## config.mk

```make
export PLATFORM = sky130hd
export DESIGN_NAME = register_free_list_allocator
export DESIGN_NICKNAME = d
export VERILOG_FILES = /design/src/hw/rtl/rfl_pkg.sv /design/src/hw/rtl/rfl_free_list.sv /design/src/hw/rtl/rfl_map_table.sv /design/src/hw/rtl/register_free_list_allocator.sv
export SDC_FILE = /design/constraint.sdc
export NUM_CORES = 2
export LEC_CHECK = 0
export ABC_AREA = 1
export BUFFER_PORTS_ARGS = -buffer_cell sky130_fd_sc_hd__buf_2
export CELL_PAD_IN_SITES_DETAIL_PLACEMENT = 1
export CELL_PAD_IN_SITES_GLOBAL_PLACEMENT = 1
export CORE_MARGIN = 1
export CORE_UTILIZATION = 56
export CTS_BUF_LIST = sky130_fd_sc_hd__clkbuf_2 sky130_fd_sc_hd__clkbuf_4 sky130_fd_sc_hd__clkbuf_8
export CTS_CLUSTER_SIZE = 40
export DETAILED_ROUTE_END_ITERATION = 10
export PLACE_DENSITY_LB_ADDON = 0.12
export SKIP_CTS_REPAIR_TIMING = 1
export SLEW_MARGIN = 20
export SYNTH_ARGS = -nofsm -noshare
export SYNTH_HDL_FRONTEND = slang
export SYNTH_SLANG_ARGS = --single-unit
export TNS_END_PERCENT = 20
```

## constraint.sdc

```tcl
create_clock -name clk -period 25.2 [get_ports clk]
set_input_delay 2.52 -clock clk [delete_from_list [all_inputs] [get_ports clk]]
set_output_delay 2.52 -clock clk [all_outputs]
set_load 0.03 [all_outputs]
```

## src/hw/rtl/rfl_pkg.sv

```systemverilog
// Shared types, codes and constants for the register free list allocator.
// Used by rfl_free_list, rfl_map_table and register_free_list_allocator.
package rfl_pkg;

	localparam int REQ_W    = 3;
	localparam int VREG_W   = 8;
	localparam int PREG_W   = 5;
	localparam int STATUS_W = 2;
	localparam int MASK_W   = 32;

	localparam int NUM_PREGS = 1 << PREG_W;
	localparam int VREG_SPAN = 1 << VREG_W;

	localparam int VIRTUAL_REGS_DEF = 256;
	localparam int FREE_DEPTH_DEF   = 32;

	// Number of entries the free list holds out of reset.
	localparam int RESET_COUNT = 13;

	// Registers 3, 6, 7, 8..15, 24 and 25 form the allocatable pool.
	localparam logic [MASK_W-1:0] POOL_MASK = 32'h0300_FFC8;

	typedef enum logic [REQ_W-1:0] {
		REQ_MAP       = 3'd0,
		REQ_FREE_VIRT = 3'd1,
		REQ_FREE_TEMP = 3'd2,
		REQ_TAKE_TEMP = 3'd3,
		REQ_ADD_MAP   = 3'd4,
		REQ_QUERY     = 3'd5
	} req_t;

	typedef enum logic [STATUS_W-1:0] {
		STAT_OK       = 2'd0,
		STAT_EMPTY    = 2'd1,
		STAT_UNMAPPED = 2'd2,
		STAT_OVERFLOW = 2'd3
	} status_t;

	typedef enum logic [1:0] {
		ST_IDLE,
		ST_SCAN,
		ST_SORT,
		ST_EXEC
	} fsm_state_t;

	// Contents of a free list entry that has not been written since reset.
	function automatic logic [PREG_W-1:0] reset_entry(input int unsigned idx);
		logic [PREG_W-1:0] val;
		unique case (idx)
			0, 1, 2, 3, 4, 5, 6, 7: val = PREG_W'(idx + 8);
			8:       val = PREG_W'(3);
			9:       val = PREG_W'(6);
			10:      val = PREG_W'(7);
			11:      val = PREG_W'(24);
			12:      val = PREG_W'(25);
			default: val = '0;
		endcase
		return val;
	endfunction

endpackage

```

## src/hw/rtl/rfl_free_list.sv

```systemverilog
// Free list storage: a synchronous single-port-read, single-port-write memory
// with per-entry written flags so that unwritten entries read as reset contents.
// Depends on rfl_pkg.
module rfl_free_list #(
	parameter int DEPTH = rfl_pkg::FREE_DEPTH_DEF,
	parameter int AW    = $clog2(DEPTH)
) (
	input  logic                       clk,
	input  logic                       arst_n,
	input  logic                       rd_en,
	input  logic [AW-1:0]              rd_addr,
	output logic [rfl_pkg::PREG_W-1:0] rd_data,
	input  logic                       wr_en,
	input  logic [AW-1:0]              wr_addr,
	input  logic [rfl_pkg::PREG_W-1:0] wr_data
);
	import rfl_pkg::*;

	logic [PREG_W-1:0] mem [DEPTH];
	logic [DEPTH-1:0]  written_q;
	logic [PREG_W-1:0] rd_raw_q;
	logic [AW-1:0]     rd_addr_q;
	logic              rd_written_q;

	always_ff @(posedge clk) begin
		if (wr_en) begin
			mem[wr_addr] <= wr_data;
		end
		if (rd_en) begin
			rd_raw_q  <= mem[rd_addr];
			rd_addr_q <= rd_addr;
		end
	end

	always_ff @(posedge clk or negedge arst_n) begin
		if (!arst_n) begin
			written_q    <= '0;
			rd_written_q <= 1'b0;
		end else begin
			if (wr_en) begin
				written_q[wr_addr] <= 1'b1;
			end
			if (rd_en) begin
				rd_written_q <= written_q[rd_addr];
			end
		end
	end

	assign rd_data = rd_written_q ? rd_raw_q : reset_entry(int'(rd_addr_q));

endmodule

```

## src/hw/rtl/rfl_map_table.sv

```systemverilog
// Virtual to physical map: target memory with a registered read, plus
// mapped flags that reset clears. Depends on rfl_pkg.
module rfl_map_table #(
	parameter int DEPTH = rfl_pkg::VIRTUAL_REGS_DEF,
	parameter int AW    = $clog2(DEPTH)
) (
	input  logic                       clk,
	input  logic                       arst_n,
	input  logic                       rd_en,
	input  logic [AW-1:0]              rd_addr,
	output logic                       rd_valid,
	output logic [rfl_pkg::PREG_W-1:0] rd_target,
	input  logic                       wr_en,
	input  logic [AW-1:0]              wr_addr,
	input  logic                       wr_valid,
	input  logic [rfl_pkg::PREG_W-1:0] wr_target
);
	import rfl_pkg::*;

	logic [PREG_W-1:0] mem [DEPTH];
	logic [DEPTH-1:0]  mapped_q;
	logic [PREG_W-1:0] rd_target_q;
	logic              rd_valid_q;

	// A free only clears the flag; the stale target is never used again.
	always_ff @(posedge clk) begin
		if (wr_en && wr_valid) begin
			mem[wr_addr] <= wr_target;
		end
		if (rd_en) begin
			rd_target_q <= mem[rd_addr];
		end
	end

	always_ff @(posedge clk or negedge arst_n) begin
		if (!arst_n) begin
			mapped_q   <= '0;
			rd_valid_q <= 1'b0;
		end else begin
			if (wr_en) begin
				mapped_q[wr_addr] <= wr_valid;
			end
			if (rd_en) begin
				rd_valid_q <= mapped_q[rd_addr];
			end
		end
	end

	assign rd_valid  = rd_valid_q;
	assign rd_target = rd_target_q;

endmodule

```

## src/hw/rtl/register_free_list_allocator.sv

```systemverilog
// Physical register allocator with a FIFO free list and a virtual register map.
// Map, free, take and add requests: memories read at accept, result registered
// on execute, which waits while an untaken result holds the output; the next
// request is accepted only after the previous one executes. Query: a scan over
// the list, then a sorted write back over all 32 register numbers. Reset clears
// the map flags at once and restores the initial free list; no clearing pass.
module register_free_list_allocator #(
	parameter int VIRTUAL_REGS = rfl_pkg::VIRTUAL_REGS_DEF,
	parameter int FREE_DEPTH   = rfl_pkg::FREE_DEPTH_DEF
) (
	input  logic                         clk,
	input  logic                         arst_n,
	input  logic                         in_valid,
	output logic                         in_ready,
	input  logic [rfl_pkg::REQ_W-1:0]    req_type,
	input  logic [rfl_pkg::VREG_W-1:0]   virtual_reg,
	input  logic [rfl_pkg::PREG_W-1:0]   phys_reg,
	output logic                         out_valid,
	input  logic                         out_ready,
	output logic [rfl_pkg::PREG_W-1:0]   granted_reg,
	output logic [rfl_pkg::STATUS_W-1:0] status,
	output logic [rfl_pkg::MASK_W-1:0]   used_mask
);
	import rfl_pkg::*;

	localparam int MAP_DEPTH = (VIRTUAL_REGS < VREG_SPAN) ? VIRTUAL_REGS : VREG_SPAN;
	localparam int MAP_AW    = $clog2(MAP_DEPTH);
	localparam int IDX_W     = $clog2(FREE_DEPTH);
	localparam int CNT_W     = $clog2(FREE_DEPTH + 1);
	localparam int SUM_W     = IDX_W + 1;

	// Virtual register numbers wrap modulo the map size.
	logic [MAP_AW-1:0] vr_mod_tbl [VREG_SPAN];
	for (genvar gi = 0; gi < VREG_SPAN; gi++) begin : g_vr_mod
		assign vr_mod_tbl[gi] = MAP_AW'(gi % VIRTUAL_REGS);
	end

	fsm_state_t state_q, state_d;

	logic [REQ_W-1:0]  req_s1;
	logic [MAP_AW-1:0] vr_s1;
	logic [PREG_W-1:0] pr_s1;

	logic [IDX_W-1:0]  head_q;
	logic [CNT_W-1:0]  count_q;
	logic [CNT_W-1:0]  scan_i_q;
	logic              scan_pend_q;
	logic [MASK_W-1:0] present_q;
	logic [CNT_W-1:0]  tally_q [NUM_PREGS];
	logic [PREG_W-1:0] sort_v_q;
	logic [IDX_W-1:0]  sort_pos_q;

	logic              out_valid_q;
	logic [PREG_W-1:0] granted_q;
	status_t           status_q;
	logic [MASK_W-1:0] mask_q;

	// Memory ports.
	logic              fl_rd_en, fl_wr_en;
	logic [IDX_W-1:0]  fl_rd_addr, fl_wr_addr;
	logic [PREG_W-1:0] fl_rd_data, fl_wr_data;
	logic              map_rd_en, map_wr_en;
	logic              map_rd_valid;
	logic [PREG_W-1:0] map_rd_target;

	// Control terms.
	logic              accept, exec_fire, scan_issue, sort_wr, sort_end;
	logic              list_full, list_empty;
	logic [CNT_W-1:0]  tally_cur;
	logic [SUM_W-1:0]  tail_sum, scan_sum;
	logic [IDX_W-1:0]  tail_idx, scan_idx, head_inc;

	// Outcome of the request held in stage one.
	logic              ex_pop, ex_push, ex_map_wr, ex_map_valid;
	logic [PREG_W-1:0] ex_push_val, ex_map_tgt, ex_granted;
	status_t           ex_status;
	logic [MASK_W-1:0] ex_mask;

	rfl_free_list #(
		.DEPTH (FREE_DEPTH),
		.AW    (IDX_W)
	) u_free_list (
		.clk     (clk),
		.arst_n  (arst_n),
		.rd_en   (fl_rd_en),
		.rd_addr (fl_rd_addr),
		.rd_data (fl_rd_data),
		.wr_en   (fl_wr_en),
		.wr_addr (fl_wr_addr),
		.wr_data (fl_wr_data)
	);

	rfl_map_table #(
		.DEPTH (MAP_DEPTH),
		.AW    (MAP_AW)
	) u_map_table (
		.clk       (clk),
		.arst_n    (arst_n),
		.rd_en     (map_rd_en),
		.rd_addr   (vr_mod_tbl[virtual_reg]),
		.rd_valid  (map_rd_valid),
		.rd_target (map_rd_target),
		.wr_en     (map_wr_en),
		.wr_addr   (vr_s1),
		.wr_valid  (ex_map_valid),
		.wr_target (ex_map_tgt)
	);

	// Circular list arithmetic; every sum stays below twice the depth.
	assign list_full  = (count_q == CNT_W'(FREE_DEPTH));
	assign list_empty = (count_q == '0);
	assign tail_sum   = SUM_W'(head_q) + SUM_W'(count_q);
	assign scan_sum   = SUM_W'(head_q) + SUM_W'(scan_i_q);
	assign tail_idx   = (tail_sum >= SUM_W'(FREE_DEPTH)) ?
		IDX_W'(tail_sum - SUM_W'(FREE_DEPTH)) : IDX_W'(tail_sum);
	assign scan_idx   = (scan_sum >= SUM_W'(FREE_DEPTH)) ?
		IDX_W'(scan_sum - SUM_W'(FREE_DEPTH)) : IDX_W'(scan_sum);
	assign head_inc   = (head_q == IDX_W'(FREE_DEPTH - 1)) ? '0 : head_q + IDX_W'(1);
	assign tally_cur  = tally_q[sort_v_q];

	always_comb begin
		ex_pop       = 1'b0;
		ex_push      = 1'b0;
		ex_push_val  = pr_s1;
		ex_map_wr    = 1'b0;
		ex_map_valid = 1'b0;
		ex_map_tgt   = pr_s1;
		ex_granted   = '0;
		ex_status    = STAT_OK;
		ex_mask      = '0;
		unique case (req_s1)
			REQ_MAP: begin
				if (map_rd_valid) begin
					ex_granted = map_rd_target;
				end else if (!list_empty) begin
					ex_pop       = 1'b1;
					ex_granted   = fl_rd_data;
					ex_map_wr    = 1'b1;
					ex_map_valid = 1'b1;
					ex_map_tgt   = fl_rd_data;
				end else begin
					ex_status = STAT_EMPTY;
				end
			end
			REQ_FREE_VIRT: begin
				if (!map_rd_valid) begin
					ex_status = STAT_UNMAPPED;
				end else if (list_full) begin
					ex_status = STAT_OVERFLOW;
				end else begin
					ex_push     = 1'b1;
					ex_push_val = map_rd_target;
					ex_map_wr   = 1'b1;
				end
			end
			REQ_FREE_TEMP: begin
				if (list_full) begin
					ex_status = STAT_OVERFLOW;
				end else begin
					ex_push = 1'b1;
				end
			end
			REQ_TAKE_TEMP: begin
				if (!list_empty) begin
					ex_pop     = 1'b1;
					ex_granted = fl_rd_data;
				end else begin
					ex_status = STAT_EMPTY;
				end
			end
			REQ_ADD_MAP: begin
				ex_map_wr    = 1'b1;
				ex_map_valid = 1'b1;
			end
			REQ_QUERY: begin
				ex_mask = POOL_MASK & ~present_q;
			end
			default: begin
			end
		endcase
	end

	// Next state.
	always_comb begin
		state_d = state_q;
		unique case (state_q)
			ST_IDLE: begin
				if (in_valid) begin
					state_d = (req_type == REQ_QUERY) ? ST_SCAN : ST_EXEC;
				end
			end
			ST_SCAN: begin
				if (!scan_issue && !scan_pend_q) begin
					state_d = ST_SORT;
				end
			end
			ST_SORT: begin
				if (sort_end) begin
					state_d = ST_EXEC;
				end
			end
			ST_EXEC: begin
				if (exec_fire) begin
					state_d = ST_IDLE;
				end
			end
			default: state_d = ST_IDLE;
		endcase
	end

	// State outputs and memory port selection.
	always_comb begin
		in_ready   = (state_q == ST_IDLE);
		accept     = in_ready && in_valid;
		scan_issue = (state_q == ST_SCAN) && (scan_i_q != count_q);
		sort_wr    = (state_q == ST_SORT) && (tally_cur != '0);
		sort_end   = (state_q == ST_SORT) && (tally_cur == '0) &&
			(sort_v_q == PREG_W'(NUM_PREGS - 1));
		exec_fire  = (state_q == ST_EXEC) && (!out_valid_q || out_ready);

		map_rd_en = accept;
		map_wr_en = exec_fire && ex_map_wr;

		fl_rd_en   = accept || scan_issue;
		fl_rd_addr = (state_q == ST_SCAN) ? scan_idx : head_q;
		fl_wr_en   = sort_wr || (exec_fire && ex_push);
		fl_wr_addr = (state_q == ST_SORT) ? sort_pos_q : tail_idx;
		fl_wr_data = (state_q == ST_SORT) ? sort_v_q : ex_push_val;
	end

	always_ff @(posedge clk) begin
		if (accept) begin
			req_s1 <= req_type;
			vr_s1  <= vr_mod_tbl[virtual_reg];
			pr_s1  <= phys_reg;
		end
		if (exec_fire) begin
			granted_q <= ex_granted;
			status_q  <= ex_status;
			mask_q    <= ex_mask;
		end
	end

	always_ff @(posedge clk or negedge arst_n) begin
		if (!arst_n) begin
			state_q     <= ST_IDLE;
			head_q      <= '0;
			count_q     <= CNT_W'(RESET_COUNT);
			scan_i_q    <= '0;
			scan_pend_q <= 1'b0;
			present_q   <= '0;
			sort_v_q    <= '0;
			sort_pos_q  <= '0;
			out_valid_q <= 1'b0;
			for (int i = 0; i < NUM_PREGS; i++) begin
				tally_q[i] <= '0;
			end
		end else begin
			state_q <= state_d;

			if (accept) begin
				scan_i_q   <= '0;
				present_q  <= '0;
				sort_v_q   <= '0;
				sort_pos_q <= '0;
			end

			// The scan histograms the list; the tallies drain back to zero in the sort.
			scan_pend_q <= scan_issue;
			if (scan_issue) begin
				scan_i_q <= scan_i_q + CNT_W'(1);
			end
			if (scan_pend_q) begin
				tally_q[fl_rd_data]   <= tally_q[fl_rd_data] + CNT_W'(1);
				present_q[fl_rd_data] <= 1'b1;
			end

			if (sort_wr) begin
				tally_q[sort_v_q] <= tally_cur - CNT_W'(1);
				sort_pos_q        <= sort_pos_q + IDX_W'(1);
			end else if ((state_q == ST_SORT) && !sort_end) begin
				sort_v_q <= sort_v_q + PREG_W'(1);
			end

			if (sort_end) begin
				head_q <= '0;
			end else if (exec_fire && ex_pop) begin
				head_q <= head_inc;
			end

			if (exec_fire && ex_pop) begin
				count_q <= count_q - CNT_W'(1);
			end else if (exec_fire && ex_push) begin
				count_q <= count_q + CNT_W'(1);
			end

			if (exec_fire) begin
				out_valid_q <= 1'b1;
			end else if (out_ready) begin
				out_valid_q <= 1'b0;
			end
		end
	end

	assign out_valid   = out_valid_q;
	assign granted_reg = granted_q;
	assign status      = status_q;
	assign used_mask   = mask_q;

	logic tally_any;
	always_comb begin
		tally_any = 1'b0;
		for (int i = 0; i < NUM_PREGS; i++) begin
			tally_any = tally_any | (tally_q[i] != '0);
		end
	end

	a_count_bound: assert property (@(posedge clk) disable iff (!arst_n)
		count_q <= CNT_W'(FREE_DEPTH))
		else $error("free list count exceeds its depth");

	a_head_bound: assert property (@(posedge clk) disable iff (!arst_n)
		SUM_W'(head_q) < SUM_W'(FREE_DEPTH))
		else $error("free list head outside the list");

	a_tally_drained: assert property (@(posedge clk) disable iff (!arst_n)
		(state_q == ST_IDLE) |-> !tally_any)
		else $error("sort left tallies behind");

	a_sort_in_range: assert property (@(posedge clk) disable iff (!arst_n)
		sort_wr |-> (SUM_W'(sort_pos_q) < SUM_W'(FREE_DEPTH)))
		else $error("sorted write back runs past the list");

	a_query_rewinds: assert property (@(posedge clk) disable iff (!arst_n)
		(exec_fire && (req_s1 == REQ_QUERY)) |-> (head_q == '0))
		else $error("query finished without rewinding the head");

endmodule

```

==> results.md <==
Drt:
- For this run, design rule violations remaining after detail routing come to 0.
- The remaining antenna violation count after routing is 0.
- The first-pass detailed-route iteration total is 6.
- The number of violations reported at the end of detailed-routing iteration 0 is just under 8,000.
- The final routed wirelength across all metal layers is 305 mm.
- Dividing the detail-routed via count by the number of cells gives ~6.4.
- The wire length per cell after detailed routing is between 20 and 30 um.
- Detailed routing inserted a total of 72,510 vias.

Floorplanning:
- The die is just over 400 um wide.
- The initial utilization of the core area, before any placement, comes to 0.566.
- In this run the count of I/O pins placed on the die edge is a little over 60.
- The region available for standard cell placement spans between 0.15 and 0.2 mm^2.
- The area of the die is between 0.15 and 0.2 mm^2.
- From bottom edge to top edge, the die measures 403 um.
- The site row count is roughly 150.

STA:
- The number of pins with negative max-slew slack in the final report came to 47.
- The remaining max-slew budget at the tightest pin is -0.0211.
- The worst-case clock skew is approximately 57 ps.
- The setup total negative slack is 0 ps.
- The period utilization is 0.267.
- The actual transition at the worst max-transition pin is 1530 ps.
- The maximum achievable frequency is between 100 and 150 MHz.
- The final number of hold-violating endpoints is 0.
- The setup-violating endpoint count in the final report is 0.
- Setup repair after global routing left no endpoint under its margin.
- The final critical-path required period is 6730 ps.

CTS:
- The H-tree level count is 5.
- The clock edge transition at the registers on the reported setup and hold paths is around 70 ps.
- The CTS tree is yes.
- Clock tree synthesis inserted a total of between 300 and 400 buffers.
- The cell sitting at the root of the clock tree is a sky130_fd_sc_hd__clkbuf_8.
- For this design, the sink count on the clock tree is just over 2,000.
- For the worst-skew pair, the clock arrives at the later sink with an insertion delay of approximately 1100 ps.
- No sink is reached through more buffers than the 4 on the longest clock path.

Placement:
- The post-place instance area is 0.0915 mm^2.
- The count of buffers inserted at the top-level ports is 41.
- The global placement routability congestion is roughly 0.91.
- Detailed placement finished with a half-perimeter wire length of around 180 mm.

Power:
- The overall power after layout is slightly below 7000 uW.
- The worst IR drop on VDD is ~0.000082 V.
- The portion of total power attributed to combinational logic is 0.041.
- Internal power comes to around 5300 uW.
- The ratio of total power to cell area is 69.7 mW/mm^2.
- For this design the static power due to leakage is 0.0362 uW.
- The proportion of power drawn by flip-flops and latches is 0.514.
- In this run the power spent charging and discharging nets is ~1600 uW.
- Of the total power, the share spent switching nets is 0.230.
- The share of total power dissipated in the clock network is 0.445.

Finish:
- Of the cells placed in the final design, the portion with a size suffix greater than 1 is 0.0905.
- In the final layout, flip-flops and latches occupy between 0.05 and 0.06 mm^2.
- The layout has between 15,000 and 20,000 filler cells.
- The multi-input combinational cells in the finished layout cover a total of ~0.028 mm^2.
- More flip-flops sit in one register than any other, and that register is u_map_table.mem.
- Summing all non-filler instances in the final layout gives an area of ~0.1 mm^2.
- The growth of design area from synthesis to finish is 9.68%.
- The flip-flop count of the largest register, all copies and words added is 1,280.
- After the last flow step, the layout net total stands at between 9,000 and 10,000.
- The largest registers in the layout are u_map_table.mem: 1280 flops, u_map_table.mapped_q: 256 flops, tally_q: 192 flops.

Synthesis:
- The number of flops mapped to enable cells by yosys is around 1,500.
- In this run, synthesis produced a sequential element count of 2,017.
- The fraction of synthesis flops using an asynchronous set or reset pin is 0.261.
- Synthesis produced 9,031 cells.
- The dominant synthesized flop cell is sky130_fd_sc_hd__edfxtp_1.
- The number of different library cells used by synthesis comes to 56.
- Of the synthesized area, sequential elements account for 0.645.
- The post-synth design cell area is between 0.08 and 0.09 mm^2.
- The synthesized area per cell is between 9 and 10 um^2.
- The number of warnings printed during yosys synthesis is 0.

Critical path:
- The slowest cell on the critical path is sky130_fd_sc_hd__buf_4.
- In this design, the largest share of critical-path delay is due to buffers and inverters.
- At the worst endpoint, the arrival time is between 7000 and 8000 ps.
- In this design, the stage delay of the slowest critical-path cell is around 800 ps.
- By startpoint and endpoint, the worst setup path is classified as input port to flop.
- The critical path goes through buf_8, inv_8, buf_4, buf_4, nor2_1, o22ai_1, o21ai_0, o22ai_1, nand2_1, a21oi_1, o221ai_1, nand2_1.
- The number of cells on the worst reg-to-reg path is 24.
- The type of destination of the critical path is a flop.
- The maximum fanout count along the critical path is roughly 160.
- In this run the register-to-register setup slack is between 15,000 and 20,000 ps.
- The buffering stage count on the worst path with inverters included is 4.
- The worst register-to-register path begins at u_free_list.rd_addr_q[0]$_DFFE_PP_.
- Data on the critical path is required at its endpoint by 26,120 ps.
- The worst setup path is launched from an input port.
- The endpoint identified for the worst register-to-register timing path is tally_q[106]$_DFF_PN0_.

Flow run:
- The tool flagged a number of max-cap violations equal to 0.

Global routing:
- After global routing the overflow that remains totals 0.
- Entering global routing, the biggest net connects 237 pins.
- The initial antenna violation count is 4.
- The number of global-route vias before repair is ~76,000.
- The wire length of the first global-routing pass is ~460 mm.
- In the global route stage, overall resource usage came out at 0.372.

Status:
- The checks that failed: max-slew violations.
- The flow ran to the end, but the final reports show violations.

Worst hold path:
- Along the worst hold path, the cell count comes to 2.
- For hold timing, the worst endpoint is u_free_list.written_q[5]$_DFFE_PN0N_.
- The worst hold-check path type is flop to flop.
- The startpoint identified for the worst hold timing path is u_free_list.written_q[5]$_DFFE_PN0N_.
==> metrics by stage <==
stage	setup slack, ps	util	hold WS, ps	instances
floorplan	11690	-	427	9049
global placement	17590	0.576	441	10682
CTS	18820	0.621	466	11305
global route	18470	0.621	480	11310
detailed placement	17710	0.576	448	10682
finish	18470	0.621	464	11311
==> synth_stat cells (4+ instances only) <==
library cell | n | area [um^2]
sky130_fd_sc_hd__or2_1 | 22 | 138
sky130_fd_sc_hd__nand2_2 | 5 | 31.3
sky130_fd_sc_hd__edfxtp_1 | 1491 | 44800
sky130_fd_sc_hd__o21ai_0 | 1656 | 8290
sky130_fd_sc_hd__inv_1 | 423 | 1590
sky130_fd_sc_hd__ha_1 | 28 | 350
sky130_fd_sc_hd__o21bai_1 | 32 | 240
sky130_fd_sc_hd__o221ai_1 | 10 | 87.6
sky130_fd_sc_hd__buf_1 | 37 | 139
sky130_fd_sc_hd__o32ai_1 | 59 | 517
sky130_fd_sc_hd__nand4_1 | 9 | 56.3
sky130_fd_sc_hd__nor3_1 | 9 | 45.0
sky130_fd_sc_hd__nand2_1 | 1388 | 5210
sky130_fd_sc_hd__a21oi_1 | 274 | 1370
sky130_fd_sc_hd__dfrtp_1 | 523 | 13100
sky130_fd_sc_hd__or2_2 | 15 | 93.8
sky130_fd_sc_hd__nor2_1 | 1668 | 6260
sky130_fd_sc_hd__nor2_2 | 12 | 75.1
sky130_fd_sc_hd__inv_2 | 18 | 67.6
sky130_fd_sc_hd__o22ai_1 | 511 | 3200
sky130_fd_sc_hd__xor2_1 | 14 | 123
sky130_fd_sc_hd__clkinv_1 | 5 | 18.8
sky130_fd_sc_hd__o21ai_1 | 40 | 200
sky130_fd_sc_hd__buf_6 | 5 | 56.3
sky130_fd_sc_hd__clkbuf_1 | 459 | 1720
sky130_fd_sc_hd__buf_4 | 35 | 263
sky130_fd_sc_hd__a22oi_1 | 4 | 30.0
sky130_fd_sc_hd__mux2i_1 | 13 | 130
sky130_fd_sc_hd__nand3_1 | 122 | 611
sky130_fd_sc_hd__buf_2 | 55 | 275
sky130_fd_sc_hd__o211ai_1 | 39 | 293
==> layout make-up <==
cell class	count	area share
inverter	448	0.0173
tap	2072	0.0263
timing repair buffer	152	0.0127
clock buffer	538	0.0656
antenna	6	0.000152
clock inverter	85	0.00555
sequential	2017	0.588
multi-input combinational	5993	0.284
==> cells in the final DEF (no fill, tap or decap), drive strengths merged, types with 28 or more instances in the layout <==
cell type / synthesis / routed
clkbuf: 459 / 538
buf: 132 / 152
inv: 443 / 439
edfxtp: 1491 / 1491
o21bai: 32 / 32
nand3: 125 / 125
or2: 38 / 38
o32ai: 59 / 59
ha: 28 / 28
nand2: 1393 / 1393
dfrtp: 523 / 523
nor2: 1680 / 1680
clkinv: 5 / 83
o211ai: 39 / 39
o21ai: 1697 / 1697
a21oi: 274 / 274
o22ai: 511 / 511
==> worst max path at each step <==
stage	from	endpoint	cells past startpoint
6_report	virtual_reg[0]	u_map_table.rd_target[0]$_DFFE_PP_	12
3_3_place_gp	virtual_reg[0]	u_map_table.rd_target[3]$_DFFE_PP_	12
5_1_grt	virtual_reg[0]	u_map_table.rd_target[0]$_DFFE_PP_	12
2_1_floorplan	u_free_list.rd_addr_q[0]$_DFFE_PP_	u_map_table.mem[0][0]$_DFFE_PP_	8
4_1_cts	virtual_reg[0]	u_map_table.rd_target[0]$_DFFE_PP_	12
3_5_place_dp	virtual_reg[0]	u_map_table.rd_target[0]$_DFFE_PP_	12
==> power by group through the flow <==
stage	registers, uW	clock network (uW)	logic, uW
after floorplan	3600	0	160
after global placement	3600	0	260
after detailed placement	3600	0	270
after CTS	3530	3070	273
after global routing	3530	3200	296
final	3530	3050	279
==> per-layer routing <==
metal  track usage  routed length [um]  part of all wire
met5             0                  26          0.000085
met1         0.479              118000              0.39
met4         0.209               17400             0.057
met3        0.0640               24200             0.079
met2         0.602              145000              0.48
==> worst register-to-register path: cells and delay by family, from the launching register on <==
family,cells,cell delay (ps)
buffers and inverters,5,1500
AOI/OAI and AO/OA,2,220
DFF,1,490
adders and majority gates,1,280
and+or+nand+nor,16,3650
==> kinds of logic (layout without fill, tap and decap cells) <==
kind of cell,count (synthesis),after routing,synth area share
muxes,13,13,0.00145
buffers and inverters,1039,1223,0.0461
and+or+nand+nor,3269,3269,0.141
AOI/OAI and AO/OA,2644,2644,0.160
adders and majority gates,31,31,0.00457
DFF,2017,2017,0.645
xor gates and xnor gates,17,17,0.00166
other,1,25,0.0000417
No activity file was read; power rests on OpenSTA's default activity.
